## src/sv/pls_pkg.sv

```systemverilog
`timescale 1ns / 1ps
// Shared types and constants for the positional list store.
// No dependencies; every other file in the block uses this package.
package pls_pkg;

  localparam int unsigned CNT_W  = 5;
  localparam int unsigned DATA_W = 32;

  localparam logic [1:0] REQ_READ   = 2'd0;
  localparam logic [1:0] REQ_INSERT = 2'd1;
  localparam logic [1:0] REQ_DELETE = 2'd2;

  localparam logic [1:0] ST_OK    = 2'd0;
  localparam logic [1:0] ST_RANGE = 2'd1;
  localparam logic [1:0] ST_FULL  = 2'd2;

  typedef struct packed {
    logic [1:0]               req_type;
    logic [CNT_W-1:0]         position;
    logic signed [DATA_W-1:0] new_value;
  } in_item_t;

  typedef struct packed {
    logic [1:0]               status;
    logic signed [DATA_W-1:0] found_value;
    logic [CNT_W-1:0]         length_now;
  } out_item_t;

  typedef struct packed {
    logic              wr_en;
    logic [CNT_W-1:0]  wr_addr;
    logic [DATA_W-1:0] wr_data;
    logic              rd_en;
    logic [CNT_W-1:0]  rd_addr;
  } mem_cmd_t;

endpackage

```

## src/sv/pls_mem.sv

```systemverilog
`timescale 1ns / 1ps
// Element storage: one write port and one read port with registered read data.
// Depends on pls_pkg for the command struct and widths.
module pls_mem #(
  parameter int unsigned DEPTH = 16
) (
  input  logic                           clk,
  input  pls_pkg::mem_cmd_t              cmd,
  output logic [pls_pkg::DATA_W-1:0]     rd_data
);

  localparam int unsigned IW = (DEPTH > 1) ? $clog2(DEPTH) : 1;

  logic [pls_pkg::DATA_W-1:0] mem [DEPTH];
  logic [pls_pkg::DATA_W-1:0] rd_data_r;

  always_ff @(posedge clk) begin
    if (cmd.wr_en) begin
      mem[cmd.wr_addr[IW-1:0]] <= cmd.wr_data;
    end
  end

  always_ff @(posedge clk) begin
    if (cmd.rd_en) begin
      rd_data_r <= mem[cmd.rd_addr[IW-1:0]];
    end
  end

  assign rd_data = rd_data_r;

endmodule

```

## src/sv/pls_seq.sv

```systemverilog
`timescale 1ns / 1ps
// Request sequencer: checks the position, then moves elements one at a time
// through the memory port to open or close a gap. Depends on pls_pkg.
module pls_seq #(
  parameter int unsigned DEPTH = 16
) (
  input  logic                           clk,
  input  logic                           rst_n,
  input  logic                           in_valid,
  input  pls_pkg::in_item_t              in_data,
  output logic                           in_stall,
  output pls_pkg::mem_cmd_t              mem_cmd,
  input  logic [pls_pkg::DATA_W-1:0]     mem_rd_data,
  output logic                           res_valid,
  output pls_pkg::out_item_t             res_data,
  input  logic                           res_take
);

  localparam int unsigned CW = pls_pkg::CNT_W;

  typedef enum logic [4:0] {
    S_IDLE  = 5'b00001,
    S_CAP   = 5'b00010,
    S_SHIFT = 5'b00100,
    S_MOVE  = 5'b01000,
    S_DONE  = 5'b10000
  } seq_state_t;

  seq_state_t                 st_r, st_nxt;
  logic [1:0]                 op_r, op_nxt;
  logic [CW-1:0]              pidx_r, pidx_nxt;
  logic [pls_pkg::DATA_W-1:0] val_r, val_nxt;
  logic [CW-1:0]              k_r, k_nxt;
  logic [CW-1:0]              count_r, count_nxt;
  logic [1:0]                 status_r, status_nxt;
  logic [pls_pkg::DATA_W-1:0] found_r, found_nxt;

  logic          pos_nz;
  logic          pos_in_list;
  logic          pos_in_gap;
  logic          is_full;
  logic [CW:0]   k_next_ext;

  assign pos_nz      = (in_data.position != '0);
  assign pos_in_list = pos_nz && (in_data.position <= count_r);
  assign pos_in_gap  = pos_nz && ({1'b0, in_data.position} <= ({1'b0, count_r} + (CW+1)'(1)));
  assign is_full     = (count_r == CW'(DEPTH));
  assign k_next_ext  = {1'b0, k_r} + (CW+1)'(1);

  always_comb begin
    st_nxt     = st_r;
    op_nxt     = op_r;
    pidx_nxt   = pidx_r;
    val_nxt    = val_r;
    k_nxt      = k_r;
    count_nxt  = count_r;
    status_nxt = status_r;
    found_nxt  = found_r;
    mem_cmd    = '0;

    unique case (st_r)
      S_IDLE: begin
        if (in_valid) begin
          op_nxt     = in_data.req_type;
          pidx_nxt   = in_data.position - CW'(1);
          val_nxt    = in_data.new_value;
          found_nxt  = '0;
          status_nxt = pls_pkg::ST_RANGE;
          st_nxt     = S_DONE;
          unique case (in_data.req_type)
            pls_pkg::REQ_READ, pls_pkg::REQ_DELETE: begin
              if (pos_in_list) begin
                mem_cmd.rd_en   = 1'b1;
                mem_cmd.rd_addr = in_data.position - CW'(1);
                status_nxt      = pls_pkg::ST_OK;
                st_nxt          = S_CAP;
              end
            end
            pls_pkg::REQ_INSERT: begin
              if (pos_in_gap) begin
                if (is_full) begin
                  status_nxt = pls_pkg::ST_FULL;
                end else begin
                  k_nxt      = count_r;
                  status_nxt = pls_pkg::ST_OK;
                  st_nxt     = S_SHIFT;
                end
              end
            end
            default: begin
              status_nxt = pls_pkg::ST_RANGE;
            end
          endcase
        end
      end
      S_CAP: begin
        found_nxt = mem_rd_data;
        if (op_r == pls_pkg::REQ_DELETE) begin
          k_nxt  = pidx_r;
          st_nxt = S_SHIFT;
        end else begin
          st_nxt = S_DONE;
        end
      end
      S_SHIFT: begin
        if (op_r == pls_pkg::REQ_INSERT) begin
          if (k_r > pidx_r) begin
            mem_cmd.rd_en   = 1'b1;
            mem_cmd.rd_addr = k_r - CW'(1);
            st_nxt          = S_MOVE;
          end else begin
            mem_cmd.wr_en   = 1'b1;
            mem_cmd.wr_addr = pidx_r;
            mem_cmd.wr_data = val_r;
            count_nxt       = count_r + CW'(1);
            st_nxt          = S_DONE;
          end
        end else begin
          if (k_next_ext < {1'b0, count_r}) begin
            mem_cmd.rd_en   = 1'b1;
            mem_cmd.rd_addr = k_next_ext[CW-1:0];
            st_nxt          = S_MOVE;
          end else begin
            count_nxt = count_r - CW'(1);
            st_nxt    = S_DONE;
          end
        end
      end
      S_MOVE: begin
        mem_cmd.wr_en   = 1'b1;
        mem_cmd.wr_addr = k_r;
        mem_cmd.wr_data = mem_rd_data;
        k_nxt           = (op_r == pls_pkg::REQ_INSERT) ? (k_r - CW'(1)) : k_next_ext[CW-1:0];
        st_nxt          = S_SHIFT;
      end
      S_DONE: begin
        if (res_take) begin
          st_nxt = S_IDLE;
        end
      end
      default: begin
        st_nxt = S_IDLE;
      end
    endcase
  end

  always_ff @(posedge clk) begin
    if (!rst_n) begin
      st_r    <= S_IDLE;
      count_r <= '0;
    end else begin
      st_r    <= st_nxt;
      count_r <= count_nxt;
    end
  end

  always_ff @(posedge clk) begin
    op_r     <= op_nxt;
    pidx_r   <= pidx_nxt;
    val_r    <= val_nxt;
    k_r      <= k_nxt;
    status_r <= status_nxt;
    found_r  <= found_nxt;
  end

  assign in_stall             = (st_r != S_IDLE);
  assign res_valid            = (st_r == S_DONE);
  assign res_data.status      = status_r;
  assign res_data.found_value = found_r;
  assign res_data.length_now  = count_r;

`ifndef ASSERT_OFF
  a_count_bound: assert property (@(posedge clk) disable iff (!rst_n)
    count_r <= CW'(DEPTH))
    else $error("element count exceeds depth");

  a_wr_addr_bound: assert property (@(posedge clk) disable iff (!rst_n)
    mem_cmd.wr_en |-> (mem_cmd.wr_addr < CW'(DEPTH)))
    else $error("memory write beyond depth");

  a_no_wr_idle: assert property (@(posedge clk) disable iff (!rst_n)
    (st_r == S_IDLE || st_r == S_DONE) |-> !mem_cmd.wr_en)
    else $error("memory written outside a request");

  a_read_keeps_count: assert property (@(posedge clk) disable iff (!rst_n)
    (st_r == S_IDLE && in_valid && in_data.req_type == pls_pkg::REQ_READ) |=>
      $stable(count_r))
    else $error("read request changed the count");
`endif

endmodule

```

## src/sv/positional_list_store.sv

```systemverilog
`timescale 1ns / 1ps
// Positional list store: ordered list of signed words with read, insert and delete.
// Each request is handled on its own: the next request beat is taken the cycle after
// the response is loaded into the output register, which waits while out_stall holds it.
// Each moved element costs a memory read in S_SHIFT and a memory write in S_MOVE.
// Synchronous active-low reset empties the list; stored words are not cleared.
module positional_list_store #(
  parameter int unsigned DEPTH = 16
) (
  input  logic                clk,
  input  logic                rst_n,
  input  logic                in_valid,
  input  pls_pkg::in_item_t   in_data,
  output logic                in_stall,
  output logic                out_valid,
  output pls_pkg::out_item_t  out_data,
  input  logic                out_stall
);

  pls_pkg::mem_cmd_t          mem_cmd;
  logic [pls_pkg::DATA_W-1:0] mem_rd_data;
  logic                       res_valid;
  pls_pkg::out_item_t         res_data;
  logic                       res_take;

  logic                       out_valid_r, out_valid_nxt;
  pls_pkg::out_item_t         out_data_r;

  pls_mem #(
    .DEPTH (DEPTH)
  ) u_mem (
    .clk     (clk),
    .cmd     (mem_cmd),
    .rd_data (mem_rd_data)
  );

  pls_seq #(
    .DEPTH (DEPTH)
  ) u_seq (
    .clk         (clk),
    .rst_n       (rst_n),
    .in_valid    (in_valid),
    .in_data     (in_data),
    .in_stall    (in_stall),
    .mem_cmd     (mem_cmd),
    .mem_rd_data (mem_rd_data),
    .res_valid   (res_valid),
    .res_data    (res_data),
    .res_take    (res_take)
  );

  // The output register takes a new beat when empty or when its beat drains.
  assign res_take      = res_valid && (!out_valid_r || !out_stall);
  assign out_valid_nxt = res_take || (out_valid_r && out_stall);

  always_ff @(posedge clk) begin
    if (!rst_n) begin
      out_valid_r <= 1'b0;
    end else begin
      out_valid_r <= out_valid_nxt;
    end
  end

  always_ff @(posedge clk) begin
    if (res_take) begin
      out_data_r <= res_data;
    end
  end

  assign out_valid = out_valid_r;
  assign out_data  = out_data_r;

endmodule

```

## config.mk

```make
export PLATFORM = sky130hd
export DESIGN_NAME = positional_list_store
export DESIGN_NICKNAME = d
export VERILOG_FILES = /design/src/sv/pls_pkg.sv /design/src/sv/pls_mem.sv /design/src/sv/pls_seq.sv /design/src/sv/positional_list_store.sv
export SDC_FILE = /design/constraint.sdc
export NUM_CORES = 1
export LEC_CHECK = 0
export ABC_AREA = 1
export BUFFER_PORTS_ARGS = -buffer_cell sky130_fd_sc_hd__buf_2
export CAP_MARGIN = 30
export CORE_MARGIN = 4
export CORE_UTILIZATION = 40
export CTS_CLUSTER_DIAMETER = 40
export DETAILED_ROUTE_END_ITERATION = 10
export HOLD_SLACK_MARGIN = 0.12
export PLACE_DENSITY = 0.55
export SLEW_MARGIN = 20
export SYNTH_ARGS = -nofsm -noshare
export SYNTH_HDL_FRONTEND = slang
export SYNTH_SLANG_ARGS = --single-unit
```

## constraint.sdc

```tcl
create_clock -name clk -period 6.2 [get_ports clk]
set_input_delay 1.55 -clock clk [delete_from_list [all_inputs] [get_ports clk]]
set_output_delay 1.55 -clock clk [all_outputs]
set_load 0.005 [all_outputs]
```

==> impl_metrics.ini <==
[floorplanning]
die_w_um = 277
row_count = 98
core_area_um2 = 71500
start_util_pct = 40.4
fp.dieArea_um2 = 76500
ios = 84
die_y_um = 277

[synth]
synth_top_area_share_pct = 68.8
synth_edf_count = 661
netlist_instances = 2596
synth_area_leaders = edfxtp_1 (69%), nand3_1 (10%), nand2_1 (8.2%)
synth_nets = 2667
ys_ff_latch = 672
synth.yosys.seq_area_share_pct = 69.6
async_reset_ff_share_pct = 0
synthMostInstantiatedCell = edfxtp_1
synth.distinct_cells = 38
netlist_area_um2 = 28800
ys_warn_count = 0
synthTopCellsByCount = edfxtp_1 (661), nand2_1 (630), nand3_1 (596)
synth_ff_type = edfxtp_1
synth.avg_cell_area_um2 = 11.1
synth_top_cell_by_area = edfxtp_1

[worst_setup_path]
endpoint_kind = flip-flop
worst_setup_path_start_kind = flip-flop
ff2ff_path_depth = 18
cp_data_arrival_time_ns = 4.77
crit_fanout = 93
required_ns = 6.56
crit_type = reg2reg

[grt]
antenna_found_initial = 1
gr-total-overflow = 0
grt_pass1_vias = 18700
grt_start_max_net_pins = 217
grt_usage_pct = 19.6
grt_pass1_wl_um = 116000

[placement]
gp_congestion = 0.821
dpl.cell_count = 3561
dp_hpwl_um = 40900
io_buffers = 83
dp_worst_setup_slack_ns = 1.47

[sta]
worst_slew_pin_slew_ns = 1.23
fmax_mhz = 227
finalHoldViolations = 0
tns_ns = 0
setup_viol = 0
slew_viol_final = 0
rsz0062_at_grt = false
fin_worst_skew_ns = 0.0151
period_share_pct = 71.1
fin_crit_ns = 4.41
layout_setup_ws_ns = 1.79
slew_headroom_pct = 18.0

[clock_network]
cts_buffer_depth = 3
clk_pin_slew_ns = 0.06
root_buffer = clkbuf_16
cts_setup_buffers = 0
cts_made_buffers = 87
htree_levels = 3
clkLatencyLatePin_ns = 0.62
holdBufCountCts = 0
clkSinkCount = 672
post_cts_resized = 0
cts_tree = yes

[finish]
instances_no_fill = 3726
layout-drive-gt1-share_pct = 12.6
fill_cells = 6418
final_util_pct = 47.0
multi_input_area_um2 = 6870
regArea_um2 = 20100
area_delta_synth_final_pct = 16.4
layout.nets = 2775
diodes = 0

[min_path]
hold_depth = 0
min_path_type = reg2reg

[detailed_routing]
antenna_left = 0
routed_wl_um = 76200
drt_iter0_drc = 1762
viasPerCell = 5.13
routedWlPerCell_um = 20.4
drc = 0
first_pass_iters = 5
via_count = 19100

[pwr]
leakagePower_nw = 13.4
power_density_nw_per_um2 = 312
ir_drop_uv = 206

[job]
maxCapViolCount = 0

[run_status]
status = complete, no violations
power by group:
group          total (mW)  internal [mW]  switching (mW)  leakage, nW
clock network        5.05           3.06            2.00         1.41
logic               0.358          0.107           0.251         6.67
registers            5.07           5.04          0.0309         5.32
kinds of logic after synthesis:
kind of cell | Yosys count | synth area share, %
buffers and inverters | 490 | 7.24
adder cells (fa/ha/maj) | 28 | 1.24
AO/OA/AOI/OAI | 74 | 1.40
flip-flops | 672 | 69.6
XOR/XNOR | 11 | 0.334
AND/OR/NAND/NOR | 1321 | 20.2
sequential cells by signal, summed over array words and instances (netlist names):
register,count
u_mem.mem,512
u_seq.pidx_r,5
u_seq.k_r,5
u_seq.val_r,32
out_data,39
u_seq.st_r,5
u_seq.op_r,2
u_seq.status_r,2
u_mem.rd_data,32
u_seq.found_r,32
u_seq.count_r,5
out_valid,1
cell type report:
cell class / instances / share of cell area (%)
well taps: 950 / 3.54
repair buffers: 160 / 3.57
flip-flops and latches: 672 / 59.8
multi-input cells: 1434 / 20.5
inverters: 349 / 3.92
clock buffers: 100 / 6.76
clock inverters: 61 / 1.97
metal layers:
layer | track usage (%) | share of wire [%] | up-vias
met1 | 27.2 | 44 | 9311
met4 | 6.80 | 2.6 | 0
met5 | 0 | 0 | -
li1 | - | - | 9043
met2 | 31.6 | 47 | 662
met3 | 3.06 | 6.6 | 113
final timing paths:
kind	start	end	slack (ns)
worst min-delay path	u_seq.found_r[6]	out_data[11]	0.41
worst max register to register	u_seq.k_r[0]	u_mem.rd_data[5]	1.79
worst min register to register	u_seq.found_r[6]	out_data[11]	0.41
worst max-delay path	u_seq.k_r[0]	u_mem.rd_data[5]	1.79
through the flow:
stage / area [µm²] / total power, mW / hold WS, ns
CTS: 33500 / 10.6 / 0.417
floorplan: 28800 / 5.39 / 0.400
finish: 33600 / 10.5 / 0.415
global placement: 30400 / 5.51 / 0.401
global route: 33600 / 10.8 / 0.419
detailed placement: 30600 / 5.52 / 0.406
placed cells by master (no fill, tap or decap), types with 2 or more instances in the layout:
cell        Yosys  routed
clkinv_2        0      10
nor2_4          4      19
clkinvlp_4      0       9
dfxtp_1        11      11
nor3_1          5       5
nand3_1       596     596
edfxtp_1      661     661
ha_1           27      27
nand2_2         3       5
buf_16          0       6
buf_4          40      63
clkinv_4        0       5
o211ai_1        2       2
nor4_2          2       2
buf_12          0       7
o22ai_1         4       4
xnor2_1         3       3
inv_1         339     339
nand2_1       630     626
o21ai_0        43      43
inv_8           0       4
nand4_4         1       2
inv_6           0      20
xor2_1          8       8
buf_2          65      83
or2_1           2       2
inv_2          10       8
bufinv_16       0       9
or2_2           2       2
nor2_2          2       2
clkbuf_16       0      89
a21oi_1        17      16
clkinv_1        0       6
o221ai_1        4       4
nor2_1         65      50
clkbuf_1       22      11
nand4_1         6       6
worst max-delay path, stage by stage (launching register included):
cell and delay, ns:
edfxtp_1 0.50, inv_1 0.24, ha_1 0.31, ha_1 0.28, nand2_1 0.06, nand2_1 0.05
nand2_1 0.06, nand2_1 0.05, nand2_1 0.07, nand3_1 0.10, nand2_2 0.15, nand3_4 0.50
nand2_8 0.73, buf_12 0.42, nand2_1 0.10, nand3_1 0.08, nand3_1 0.09, nand3_1 0.13
nand2_1 0.11
Note: power is estimated with default switching activity, not from simulation.
